### src/design/mprc_pkg.sv
// Shared types and constants of the motor PWM ramp controller.
package mprc_pkg;

	localparam int DUTY_W    = 7;
	localparam int TIME_W    = 32;
	localparam int RELOAD_W  = 16;
	localparam int RATE_W    = 8;
	localparam int FRATE_W   = 11;               // ramp_rate * 5 fits in 11 bits
	localparam int TPROD_W   = FRATE_W + TIME_W; // full ramp product, no wrap
	localparam int SPROD_W   = RELOAD_W + DUTY_W;
	localparam int CFG_IDX_W = 2;
	localparam int CFG_DATA_W = 16;

	localparam logic [DUTY_W-1:0] SPEED_KNEE = 7'd25;
	localparam logic [DUTY_W-1:0] PERCENT    = 7'd100;
	localparam logic [3:0]        TIME_DIV   = 4'd10;

	// x / 10 == (x * 1639) >> 14 for x < 2720
	localparam int                DIV10_SH  = 14;
	localparam logic [10:0]       DIV10_MUL = 11'd1639;
	// x / 100 == (x * 10737419) >> 30 for quotients below 141281
	localparam int                DIV100_SH  = 30;
	localparam logic [23:0]       DIV100_MUL = 24'd10737419;

	typedef logic [CFG_IDX_W-1:0] cfg_idx_t;
	localparam cfg_idx_t REG_REVERSED = 2'd0;
	localparam cfg_idx_t REG_RELOAD   = 2'd1;
	localparam cfg_idx_t REG_RATE     = 2'd2;
	localparam cfg_idx_t REG_DUTY_MAX = 2'd3;

	localparam logic [RELOAD_W-1:0] RELOAD_RST   = 16'hFFFF;
	localparam logic [RATE_W-1:0]   RATE_RST     = 8'd1;
	localparam logic [DUTY_W-1:0]   DUTY_MAX_RST = 7'd100;

	typedef enum logic {
		ACT_SET    = 1'b0,
		ACT_UPDATE = 1'b1
	} action_t;

	typedef struct packed {
		logic                reversed_wiring;
		logic [RELOAD_W-1:0] timer_reload;
		logic [RATE_W-1:0]   ramp_rate;
		logic [DUTY_W-1:0]   duty_max;
	} cfg_t;

	// controller -> datapath
	typedef struct packed {
		logic load;      // capture input word
		logic apply_set; // store new target and ramp start
		logic clear_res; // result with nothing driven
		logic mul;       // ramp product
		logic step;      // divide, clamp, update duty
		logic adjust;    // pin, adjusted duty, reload product
		logic scale;     // divide by 100, saturate
		logic emit;      // move result to output register
	} ctl_cmd_t;

	// datapath -> controller
	typedef struct packed {
		logic is_set;
		logic at_goal;
		logic slot_free;
	} ctl_sts_t;

endpackage

### src/design/mprc_if.sv
// Handshake interfaces for the input and result channels.
interface mprc_in_if;
	import mprc_pkg::*;
	logic                valid;
	logic                ready;
	logic                action;
	logic                direction;
	logic [DUTY_W-1:0]   target_duty;
	logic [TIME_W-1:0]   now_ms;

	modport source (output valid, action, direction, target_duty, now_ms, input ready);
	modport sink (input valid, action, direction, target_duty, now_ms, output ready);
endinterface

interface mprc_out_if;
	import mprc_pkg::*;
	logic                valid;
	logic                ready;
	logic                drive_valid;
	logic                direction_pin;
	logic                compare_valid;
	logic [RELOAD_W-1:0] compare_value;
	logic [DUTY_W-1:0]   current_duty;

	modport source (output valid, drive_valid, direction_pin, compare_valid, compare_value,
		current_duty, input ready);
	modport sink (input valid, drive_valid, direction_pin, compare_valid, compare_value,
		current_duty, output ready);
endinterface

### src/design/motor_pwm_ramp_controller.sv
// Top level of the motor PWM ramp controller.
//
//  channel  dir  handshake        word
//  item     in   valid/ready      action, direction, target_duty, now_ms
//  result   out  valid/ready      drive_valid, direction_pin, compare_valid,
//                                 compare_value, current_duty
//  cfg      in   cfg_we only      cfg_index, cfg_data (no read-back)
//
// One word is in flight at a time. A set word or an update already at target
// goes from capture and decide straight to the result register; a ramp update
// passes through capture, decide, ramp multiply, divide by ten and clamp, reload
// multiply, divide by 100 and output. The next word is accepted the cycle after
// the result is registered, even while it waits; a stalled result holds the
// sequencer in its last step. arst_n zeroes ramp state and loads register defaults.
module motor_pwm_ramp_controller (
	input  logic                            clk,
	input  logic                            arst_n,
	mprc_in_if.sink                         item,
	mprc_out_if.source                      result,
	input  logic                            cfg_we,
	input  mprc_pkg::cfg_idx_t              cfg_index,
	input  logic [mprc_pkg::CFG_DATA_W-1:0] cfg_data
);
	import mprc_pkg::*;

	cfg_t     cfg;
	ctl_cmd_t cmd;
	ctl_sts_t sts;

	// register file
	mprc_cfg u_cfg (
		.clk       (clk),
		.arst_n    (arst_n),
		.cfg_we    (cfg_we),
		.cfg_index (cfg_index),
		.cfg_data  (cfg_data),
		.cfg       (cfg)
	);

	// sequencer: owns item.ready
	mprc_ctrl u_ctrl (
		.clk      (clk),
		.arst_n   (arst_n),
		.in_valid (item.valid),
		.in_ready (item.ready),
		.sts      (sts),
		.cmd      (cmd)
	);

	// ramp state, arithmetic and output register
	mprc_dp u_dp (
		.clk               (clk),
		.arst_n            (arst_n),
		.cmd               (cmd),
		.sts               (sts),
		.cfg               (cfg),
		.in_action         (item.action),
		.in_direction      (item.direction),
		.in_target_duty    (item.target_duty),
		.in_now_ms         (item.now_ms),
		.out_ready         (result.ready),
		.out_valid         (result.valid),
		.out_drive_valid   (result.drive_valid),
		.out_direction_pin (result.direction_pin),
		.out_compare_valid (result.compare_valid),
		.out_compare_value (result.compare_value),
		.out_current_duty  (result.current_duty)
	);

endmodule

### src/design/mprc_cfg.sv
// Configuration register file.
module mprc_cfg (
	input  logic                            clk,
	input  logic                            arst_n,
	input  logic                            cfg_we,
	input  mprc_pkg::cfg_idx_t              cfg_index,
	input  logic [mprc_pkg::CFG_DATA_W-1:0] cfg_data,
	output mprc_pkg::cfg_t                  cfg
);
	import mprc_pkg::*;

	cfg_t cfg_q;

	always_ff @(posedge clk or negedge arst_n) begin
		if (!arst_n) begin
			cfg_q.reversed_wiring <= 1'b0;
			cfg_q.timer_reload    <= RELOAD_RST;
			cfg_q.ramp_rate       <= RATE_RST;
			cfg_q.duty_max        <= DUTY_MAX_RST;
		end else if (cfg_we) begin
			unique case (cfg_index)
				REG_REVERSED: cfg_q.reversed_wiring <= cfg_data[0];
				REG_RELOAD:   cfg_q.timer_reload    <= cfg_data[RELOAD_W-1:0];
				REG_RATE:     cfg_q.ramp_rate       <= cfg_data[RATE_W-1:0];
				REG_DUTY_MAX: cfg_q.duty_max        <= cfg_data[DUTY_W-1:0];
				default: ;
			endcase
		end
	end

	assign cfg = cfg_q;

endmodule

### src/design/mprc_ctrl.sv
// Sequencing state machine: one word at a time through the datapath steps.
module mprc_ctrl (
	input  logic               clk,
	input  logic               arst_n,
	input  logic               in_valid,
	output logic               in_ready,
	input  mprc_pkg::ctl_sts_t sts,
	output mprc_pkg::ctl_cmd_t cmd
);
	import mprc_pkg::*;

	typedef enum logic [6:0] {
		ST_IDLE  = 7'b0000001,
		ST_EVAL  = 7'b0000010,
		ST_MUL   = 7'b0000100,
		ST_DIV   = 7'b0001000,
		ST_ADJ   = 7'b0010000,
		ST_SCALE = 7'b0100000,
		ST_DONE  = 7'b1000000
	} state_t;

	state_t state_q, state_d;

	always_comb begin
		state_d  = state_q;
		cmd      = '0;
		in_ready = 1'b0;
		unique case (state_q)
			ST_IDLE: begin
				in_ready = 1'b1;
				if (in_valid) begin
					cmd.load = 1'b1;
					state_d  = ST_EVAL;
				end
			end
			ST_EVAL: begin
				if (sts.is_set) begin
					cmd.apply_set = 1'b1;
					cmd.clear_res = 1'b1;
					state_d       = ST_DONE;
				end else if (sts.at_goal) begin
					cmd.clear_res = 1'b1;
					state_d       = ST_DONE;
				end else begin
					state_d = ST_MUL;
				end
			end
			ST_MUL: begin
				cmd.mul = 1'b1;
				state_d = ST_DIV;
			end
			ST_DIV: begin
				cmd.step = 1'b1;
				state_d  = ST_ADJ;
			end
			ST_ADJ: begin
				cmd.adjust = 1'b1;
				state_d    = ST_SCALE;
			end
			ST_SCALE: begin
				cmd.scale = 1'b1;
				state_d   = ST_DONE;
			end
			ST_DONE: begin
				if (sts.slot_free) begin
					cmd.emit = 1'b1;
					state_d  = ST_IDLE;
				end
			end
			default: state_d = ST_IDLE;
		endcase
	end

	always_ff @(posedge clk or negedge arst_n) begin
		if (!arst_n) begin
			state_q <= ST_IDLE;
		end else begin
			state_q <= state_d;
		end
	end

endmodule

### src/design/mprc_dp.sv
// Ramp and PWM compare datapath with the output register.
module mprc_dp (
	input  logic                          clk,
	input  logic                          arst_n,
	input  mprc_pkg::ctl_cmd_t            cmd,
	output mprc_pkg::ctl_sts_t            sts,
	input  mprc_pkg::cfg_t                cfg,
	input  logic                          in_action,
	input  logic                          in_direction,
	input  logic [mprc_pkg::DUTY_W-1:0]   in_target_duty,
	input  logic [mprc_pkg::TIME_W-1:0]   in_now_ms,
	input  logic                          out_ready,
	output logic                          out_valid,
	output logic                          out_drive_valid,
	output logic                          out_direction_pin,
	output logic                          out_compare_valid,
	output logic [mprc_pkg::RELOAD_W-1:0] out_compare_value,
	output logic [mprc_pkg::DUTY_W-1:0]   out_current_duty
);
	import mprc_pkg::*;

	// ramp state
	logic [DUTY_W-1:0]   present_q, goal_q, start_duty_q;
	logic                goal_dir_q;
	logic [TIME_W-1:0]   start_time_q;

	// captured word
	action_t             action_q;
	logic                dir_q;
	logic [DUTY_W-1:0]   tgt_q;
	logic [TIME_W-1:0]   now_q, elapsed_q;

	// work registers
	logic [TPROD_W-1:0]  tprod_q;
	logic [SPROD_W-1:0]  sprod_q;
	logic                withhold_q;
	logic                drive_q, pin_q, cvalid_q;
	logic [RELOAD_W-1:0] cval_q;

	// output register
	logic                out_valid_q;
	logic                o_drive_q, o_pin_q, o_cvalid_q;
	logic [RELOAD_W-1:0] o_cval_q;
	logic [DUTY_W-1:0]   o_duty_q;

	logic [FRATE_W-1:0]  rate;
	logic                reached;
	logic [DUTY_W-1:0]   gap;
	logic [FRATE_W-1:0]  gap_limit;
	logic [21:0]         small_prod;
	logic [DUTY_W:0]     next_duty;
	logic                inverted, neg;
	logic [DUTY_W-1:0]   adj;
	logic [46:0]         qprod;
	logic [16:0]         quot;

	// fast ramp: rate*5 as shift and add
	assign rate = (present_q > SPEED_KNEE)
		? ({1'b0, cfg.ramp_rate, 2'b00} + {3'b000, cfg.ramp_rate})
		: {3'b000, cfg.ramp_rate};

	// start + P/10 >= goal  <=>  start >= goal or P >= 10*(goal-start)
	assign gap        = goal_q - start_duty_q;
	assign gap_limit  = FRATE_W'(gap) * FRATE_W'(TIME_DIV);
	assign reached    = (start_duty_q >= goal_q) || (tprod_q >= TPROD_W'(gap_limit));
	// below the limit the product fits in 11 bits
	assign small_prod = 22'(tprod_q[FRATE_W-1:0]) * 22'(DIV10_MUL);
	assign next_duty  = {1'b0, start_duty_q} + {1'b0, small_prod[DIV10_SH +: DUTY_W]};

	// pin level and inversion coincide for both wirings
	assign inverted = cfg.reversed_wiring ? goal_dir_q : !goal_dir_q;
	assign neg      = inverted && (present_q > PERCENT);
	assign adj      = inverted ? (PERCENT - present_q) : present_q;

	assign qprod = 47'(sprod_q) * 47'(DIV100_MUL);
	assign quot  = qprod[DIV100_SH +: 17];

	always_ff @(posedge clk or negedge arst_n) begin
		if (!arst_n) begin
			present_q    <= '0;
			goal_q       <= '0;
			goal_dir_q   <= 1'b0;
			start_time_q <= '0;
			start_duty_q <= '0;
		end else if (cmd.apply_set) begin
			goal_q       <= tgt_q;
			goal_dir_q   <= dir_q;
			start_time_q <= now_q;
			if (dir_q != goal_dir_q) begin
				present_q    <= '0;
				start_duty_q <= '0;
			end else begin
				start_duty_q <= present_q;
			end
		end else if (cmd.step) begin
			present_q <= reached ? goal_q : next_duty[DUTY_W-1:0];
		end
	end

	always_ff @(posedge clk) begin
		if (cmd.load) begin
			action_q  <= action_t'(in_action);
			dir_q     <= in_direction;
			tgt_q     <= in_target_duty;
			now_q     <= in_now_ms;
			elapsed_q <= in_now_ms - start_time_q;
		end
		if (cmd.mul) begin
			tprod_q <= TPROD_W'(rate) * TPROD_W'(elapsed_q);
		end
		if (cmd.clear_res) begin
			drive_q  <= 1'b0;
			pin_q    <= 1'b0;
			cvalid_q <= 1'b0;
			cval_q   <= '0;
		end
		if (cmd.adjust) begin
			drive_q    <= 1'b1;
			pin_q      <= inverted;
			withhold_q <= neg || (adj > cfg.duty_max);
			sprod_q    <= SPROD_W'(cfg.timer_reload) * SPROD_W'(adj);
		end
		if (cmd.scale) begin
			cvalid_q <= !withhold_q;
			if (withhold_q) begin
				cval_q <= '0;
			end else begin
				cval_q <= quot[16] ? {RELOAD_W{1'b1}} : quot[RELOAD_W-1:0];
			end
		end
		if (cmd.emit) begin
			o_drive_q  <= drive_q;
			o_pin_q    <= pin_q;
			o_cvalid_q <= cvalid_q;
			o_cval_q   <= cval_q;
			o_duty_q   <= present_q;
		end
	end

	always_ff @(posedge clk or negedge arst_n) begin
		if (!arst_n) begin
			out_valid_q <= 1'b0;
		end else if (cmd.emit) begin
			out_valid_q <= 1'b1;
		end else if (out_ready) begin
			out_valid_q <= 1'b0;
		end
	end

	assign sts.is_set    = (action_q == ACT_SET);
	assign sts.at_goal   = (present_q == goal_q);
	assign sts.slot_free = !out_valid_q || out_ready;

	assign out_valid         = out_valid_q;
	assign out_drive_valid   = o_drive_q;
	assign out_direction_pin = o_pin_q;
	assign out_compare_valid = o_cvalid_q;
	assign out_compare_value = o_cval_q;
	assign out_current_duty  = o_duty_q;

endmodule

### src/flat_wrapper.sv
// flat-port wrapper written by rule: the top's interface ports become plain ports
module motor_pwm_ramp_controller_flat import mprc_pkg::*;
  (clk, arst_n, cfg_we, cfg_index, cfg_data, item_valid, item_action, item_direction, item_target_duty, item_now_ms, item_ready, result_valid, result_drive_valid, result_direction_pin, result_compare_valid, result_compare_value, result_current_duty, result_ready);
  mprc_in_if item_i ();
  mprc_out_if result_i ();
  input  logic clk;
  input  logic arst_n;
  input  logic cfg_we;
  input  mprc_pkg::cfg_idx_t cfg_index;
  input  logic [mprc_pkg::CFG_DATA_W-1:0] cfg_data;
  input wire logic [$bits(item_i.valid)-1:0] item_valid;
  input wire logic [$bits(item_i.action)-1:0] item_action;
  input wire logic [$bits(item_i.direction)-1:0] item_direction;
  input wire logic [$bits(item_i.target_duty)-1:0] item_target_duty;
  input wire logic [$bits(item_i.now_ms)-1:0] item_now_ms;
  output wire logic [$bits(item_i.ready)-1:0] item_ready;
  output wire logic [$bits(result_i.valid)-1:0] result_valid;
  output wire logic [$bits(result_i.drive_valid)-1:0] result_drive_valid;
  output wire logic [$bits(result_i.direction_pin)-1:0] result_direction_pin;
  output wire logic [$bits(result_i.compare_valid)-1:0] result_compare_valid;
  output wire logic [$bits(result_i.compare_value)-1:0] result_compare_value;
  output wire logic [$bits(result_i.current_duty)-1:0] result_current_duty;
  input wire logic [$bits(result_i.ready)-1:0] result_ready;
  assign item_i.valid = item_valid;
  assign item_i.action = item_action;
  assign item_i.direction = item_direction;
  assign item_i.target_duty = item_target_duty;
  assign item_i.now_ms = item_now_ms;
  assign item_ready = item_i.ready;
  assign result_valid = result_i.valid;
  assign result_drive_valid = result_i.drive_valid;
  assign result_direction_pin = result_i.direction_pin;
  assign result_compare_valid = result_i.compare_valid;
  assign result_compare_value = result_i.compare_value;
  assign result_current_duty = result_i.current_duty;
  assign result_i.ready = result_ready;
  motor_pwm_ramp_controller u_core (.clk(clk), .arst_n(arst_n), .item(item_i), .result(result_i), .cfg_we(cfg_we), .cfg_index(cfg_index), .cfg_data(cfg_data));
endmodule
### config.mk
export PLATFORM = sky130hd
export DESIGN_NAME = motor_pwm_ramp_controller_flat
export DESIGN_NICKNAME = d
export VERILOG_FILES = /design/src/design/mprc_pkg.sv /design/src/design/mprc_if.sv /design/src/design/motor_pwm_ramp_controller.sv /design/src/design/mprc_cfg.sv /design/src/design/mprc_ctrl.sv /design/src/design/mprc_dp.sv /design/src/flat_wrapper.sv
export SDC_FILE = /design/constraint.sdc
export NUM_CORES = 2
export LEC_CHECK = 0
export ABC_AREA = 1
export BUFFER_PORTS_ARGS = -buffer_cell sky130_fd_sc_hd__buf_2
export CELL_PAD_IN_SITES_DETAIL_PLACEMENT = 0
export CELL_PAD_IN_SITES_GLOBAL_PLACEMENT = 1
export CORE_MARGIN = 2
export CORE_UTILIZATION = 30
export CTS_BUF_LIST = sky130_fd_sc_hd__clkbuf_8
export DETAILED_ROUTE_END_ITERATION = 8
export HOLD_SLACK_MARGIN = 0.15
export PLACE_DENSITY = 0.57
export SLEW_MARGIN = 20
export SYNTH_ARGS = -nofsm -noshare
export SYNTH_HDL_FRONTEND = slang
export SYNTH_SLANG_ARGS = --single-unit
### constraint.sdc
create_clock -name clk -period 6.5 [get_ports clk]
set_clock_uncertainty 0.05 [all_clocks]
set_input_delay 0.975 -clock clk [delete_from_list [all_inputs] [get_ports clk]]
set_output_delay 0.975 -clock clk [all_outputs]
set_load 0.02 [all_outputs]
======== After elaboration in Yosys (flattened, before gate mapping) ========
Cells that the tools add are included.
storage, ports and cells
  logic and storage cells ................. 108
  bits of input ports ..................... 64
  bits in latches ......................... 0
  bits in registers ....................... 279
  memories ................................ 0
  bits in writable memories ............... 0
  memory bits (read-only) ................. 0
operators by class
  reductions and logical operators ........ 17
  div/mod/pow operators ................... 0
  eq/ne operators ......................... 14
  shift-type cells ........................ 0
  $lt $le $gt $ge ......................... 5
  mux-type cells .......................... 34
  $add $sub $neg .......................... 5
  bitwise gates (word level) .............. 0
  multiply operators ...................... 5
operators by type and width
  kind                      number
  $mux W16                  4
  $mux W7                   9
  $pmux W7 S7               1
  $mul A23 B24 Y47 const B  1
  $ge A43 B11 Y1            1
  $mul A11 B32 Y43          1
  $sub A32 B32 Y32          1
  $mul A16 B7 Y23           1
  $mul A11 B11 Y21 const B  1
  $mux W1                   18
  $add A10 B8 Y11           1
  $mux W11                  1
  $mul A7 B3 Y10 const B    1
  $reduce_and A2 Y1         5
  $reduce_bool A2 Y1        4
  $add A7 B7 Y7             1
  $eq A7 B1 Y1 const B      1
  $eq A7 B2 Y1 const B      1
  $eq A7 B3 Y1 const B      1
  $eq A7 B4 Y1 const B      1
  $eq A7 B5 Y1 const B      1
  $eq A7 B6 Y1 const B      1
  $eq A7 B7 Y1              1
  $eq A7 B7 Y1 const B      1
  other kinds (16)          21

======== Depth between registers and ports, before layout ========
  word-level depth ........................ 7
  mapped depth ............................ 34
  mapped depth without buffers ............ 33

======== Hierarchy ========
A second synthesis with hierarchy kept.
unflattened totals
  cells, all modules ...................... 4799
  area total of the unflattened synthesis .. 40899.2 µm²
modules (own cells, without submodules)
  module     area an instance (µm²)  cells each  sequential area each (µm²)  instances
  mprc_dp    39028.7                 4586        6921.6                      1
  mprc_cfg   1403.8                  146         825.8                       1
  mprc_ctrl  466.7                   67          176.4                       1

======== Worst setup path after synthesis ========
No wires, ideal clock.
  kind .................................... register to register
  start point ............................. register u_core.u_cfg.cfg_q, in the netlist u_core.u_cfg.cfg[8]
  end point ............................... register u_core.u_dp.tprod_q[41], data pin
  data required time ...................... 6.197 ns
  period minus slack after synthesis ...... 6.306 ns
  cell stages (with the launch flop) ...... 31
  path slack .............................. 0.194 ns
  arrival time ............................ 6.003 ns
  path buffers ............................ 3
  cell sequence ........................... dfrtp_1 > clkbuf_1 > clkbuf_1 > inv_1 > fa_1 > o21ai_1 > a21o_1 > nand2_1 > nand2_1 > nand2_2 > nor2_2 > nand2_4 > buf_4 > nor2_1 > fa_1 > fa_1 > fa_1 > fa_1 > inv_1 > fa_1 > inv_1 > ha_1 > nand2_1 > nor2_1 > inv_1 > nor2_1 > inv_1 > nor4_1 > nand3_1 > nand4_1 > nand2_1
on the way
  word-level cells in the longest chain between the ends .. 3
RTL lines
  element               line            source
  from (decl)           mprc_cfg.sv:12  cfg_t cfg_q;
  $add A10 B8 Y11       mprc_dp.sv:59   ? ({1'b0, cfg.ramp_rate, 2'b00} + {3'b000, cfg.ramp_rate})
  $mux W11 (*)          mprc_dp.sv:59
  $mul A11 B32 Y43 (*)  mprc_dp.sv:109  tprod_q <= TPROD_W'(rate) * TPROD_W'(elapsed_q);
  to (signal assigned)  mprc_dp.sv:109
  to (decl)             mprc_dp.sv:34   logic [TPROD_W-1:0] tprod_q;
Every way passes the cells marked *; elsewhere a longest branch is shown, timed or not.
A chain may end at the register's enable or synchronous reset.

======== Worst setup path after layout ========
  start point ............................. register u_core.u_cfg.cfg_q, in the netlist u_core.u_cfg.cfg[7]
  end point ............................... register u_core.u_dp.tprod_q[38], data pin
Same word-level chain as after synthesis.

==> impl_metrics.json <==
{
  "outcome": "completed",
  "yosys.area_share.simple": 0.1841,
  "cts_tree": "yes",
  "pin_count": 92,
  "layout_commonest_cell": "inv_1",
  "die_h_um": 377.3,
  "finalCriticalPeriod_ps": 6301,
  "grt_pass1_vias": 34030,
  "finalHoldViolCount": 0,
  "critPathSlowestCell": "fa_1",
  "syn_to_final_growth_pct": 14.67,
  "numPortBuffers": 91,
  "vias_per_cell": 4.515,
  "critPathLaunchType": "flip-flop",
  "cts_root_buf": "clkbuf_8",
  "crit_fanout": 7,
  "syn_nets": 6198,
  "required_ps": 6920,
  "cap_violations": 0,
  "hpwl_mm": 108.8,
  "synth_adder_area_share": 0.4252,
  "synth_compound_area_frac": 0.05776,
  "antenna_left": 0,
  "cp-end-kind": "flip-flop",
  "dieArea_sq_um": 142400,
  "layout_worst_path_cycle_share": 0.9694,
  "die_w_um": 377.3,
  "path_clk_slew_ps": 70,
  "async_reset_ff_frac": 0.3369,
  "arrival_ps": 6720,
  "dr.first_iter.drc_count": 1567,
  "row_count": 136,
  "hold_ws_ps": 191.1,
  "cp_common_cell": "fa_1",
  "min_path_type": "input port to asynchronous set/reset pin",
  "grt_overflow_total": 0,
  "synth_area_leaders": "fa_1 (27%), ha_1 (15%), edfxtp_1 (13%), inv_1 (11%), nand2_1 (9.7%)",
  "nets": 6485,
  "route.vias.total": 32430,
  "synth_ff_type": "edfxtp_1",
  "syn-cell-area_sq_um": 41810,
  "reg2regPathDepth": 25,
  "timing.rr.end": "u_core.u_dp.tprod_q[38]",
  "max_freq_mhz": 158.7,
  "synthMuxAreaShare": 0,
  "grt_max_degree": 87,
  "drive_gt1_frac": 0.1229,
  "slew_headroom": 0.3154,
  "syn_avg_cell_area_sq_um": 8.268,
  "synth_cells": 5057,
  "wl_per_cell_um": 17.61,
  "drt-pass1-iter-count": 6,
  "critPathKind": "flip-flop to flip-flop",
  "synth_area_leader_cell": "fa_1",
  "max_slew.worst_pin.slew_ps": 1027,
  "slowest_delay_ps": 590,
  "grt_pass1_wl_mm": 198.0,
  "htree_levels": 2,
  "r2r-start": "u_core.u_cfg.cfg[7]",
  "start_util": 0.3033,
  "reg2reg_slack_ps": 200,
  "ys_types": 56,
  "drv_slew": 0,
  "numCtsBuffers": 52,
  "synth_xor_area_frac": 0.02367,
  "setup_viol": 0,
  "route.detailed.drc": 0,
  "mostFrequentLayoutCells": "inv_1 (1,196), nand2_1 (1,052), fa_1 (569)",
  "synth_top_family_by_area": "adder cells",
  "clockBufferDepth": 3,
  "grt_usage": 0.1802,
  "ys_ff_latch": 279,
  "synth_top_area_share": 0.2744,
  "synth_edf_count": 184,
  "gp_congestion": 0.8741,
  "synth.yosys.warnings": 0,
  "rsz0062_at_grt": "yes",
  "yosysSeqAreaShare": 0.1895,
  "wirelength_mm": 126.5,
  "antenna_found_initial": 3,
  "n_fill_cell": 14610,
  "clkLatencyLatePin_ps": 740,
  "coreArea_sq_um": 137800,
  "numClockSinks": 279
}
worst max-delay path: cells and delay by family (launching register included):
kind,cells,cell delay (ps)
AO/OA/AOI/OAI,6,920
AND/OR/NAND/NOR,3,240
adder cells (fa/ha/maj),8,3380
flip-flops,1,530
buffers and inverters,6,700
XOR/XNOR,2,200
timing repair:
item                                    in CTS  in global routing
endpoints found under the setup margin      20                 50
hold buffers                                 0                  0
pin swaps                                    1                 40
cloned                                       0                  2
buffers inserted                             0                 12
endpoints found under the hold margin        0                  0
gates resized for setup                     18                193
cell type report:
type                            instances  area [sq um]  area share
Multi-Input combinational cell       3483         29760      0.6208
Clock inverter                         40         336.6    0.007020
Sequential cell                       279          7924      0.1653
Clock buffer                           57         784.5     0.01636
Timing Repair Buffer                  317          2330     0.04859
Inverter                             1211          4556     0.09502
Antenna cell                            1         2.502  0.00005220
Tap cell                             1794          2245     0.04682
state kept, by name, summed over array words and instances, names as in the netlist, 7 cells and up:
| name | flops |
|---|---|
| u_core.u_cfg.cfg | 32 |
| u_core.u_ctrl.state_q | 7 |
| u_core.u_dp.cval_q | 16 |
| u_core.u_dp.elapsed_q | 32 |
| u_core.u_dp.goal_q | 7 |
| u_core.u_dp.now_q | 32 |
| u_core.u_dp.out_compare_value | 16 |
| u_core.u_dp.out_current_duty | 7 |
| u_core.u_dp.present_q | 7 |
| u_core.u_dp.sprod_q | 23 |
| u_core.u_dp.start_duty_q | 7 |
| u_core.u_dp.start_time_q | 32 |
| u_core.u_dp.tgt_q | 7 |
| u_core.u_dp.tprod_q | 43 |
logic make-up after synthesis:
| family | after synthesis |
|---|---|
| flip-flops | 279 |
| buffers and inverters | 1296 |
| XOR/XNOR | 113 |
| AO/OA/AOI/OAI | 431 |
| adder cells (fa/ha/maj) | 1077 |
| AND/OR/NAND/NOR | 1861 |
worst max-delay path by stage:
| stage | startpoint | to | depth (start not counted) |
|---|---|---|---|
| after floorplan | u_core.u_cfg.cfg[8] | u_core.u_dp.tprod_q[41] | 30 |
| after global placement | u_core.u_cfg.cfg[11] | u_core.u_dp.tprod_q[39] | 23 |
| after detailed placement | u_core.u_cfg.cfg[7] | u_core.u_dp.tprod_q[27] | 30 |
| after CTS | u_core.u_cfg.cfg[7] | u_core.u_dp.tprod_q[35] | 32 |
| after global routing | u_core.u_cfg.cfg[7] | u_core.u_dp.tprod_q[41] | 29 |
| final | u_core.u_cfg.cfg[7] | u_core.u_dp.tprod_q[38] | 25 |
per-layer routing:
metal | track usage | routed length (um) | share of wire
met5 | 0 | 0 | 0
met4 | 0.04128 | 2944 | 0.023
met3 | 0.01839 | 3718 | 0.029
met2 | 0.3091 | 61560 | 0.49
met1 | 0.2437 | 58230 | 0.46
cells in the mapped netlist (15+ instances only):
cell	n
ha_1	504
edfxtp_1	184
o21bai_1	21
dfstp_2	21
nand4_1	57
a21oi_1	186
nor3_1	30
nand2_2	18
fa_1	573
buf_2	17
o21ai_0	142
inv_1	1195
a21o_1	15
inv_2	15
nor2_1	467
xnor2_1	27
xor2_1	86
nand3_1	147
clkbuf_1	40
dfrtp_1	73
nand2_1	1077
metrics by stage:
stage	setup TNS [ps]	utilization	setup WS, ps	area [sq um]	cells
6_report	0	0.3478	199.1	47940	7182
4_1_cts	0	0.3411	9.608	47020	7167
3_3_place_gp	-490.4	0.3324	-100.6	45820	7070
5_1_grt	-237.8	0.3478	-58.99	47940	7182
3_5_place_dp	-884.5	0.3324	-158.1	45820	7070
2_1_floorplan	0	-	194.0	41810	5057
Power is left out: the tool's default activity adds up to more than one toggle a clock period on the data nets, which glitch-free logic cannot reach.
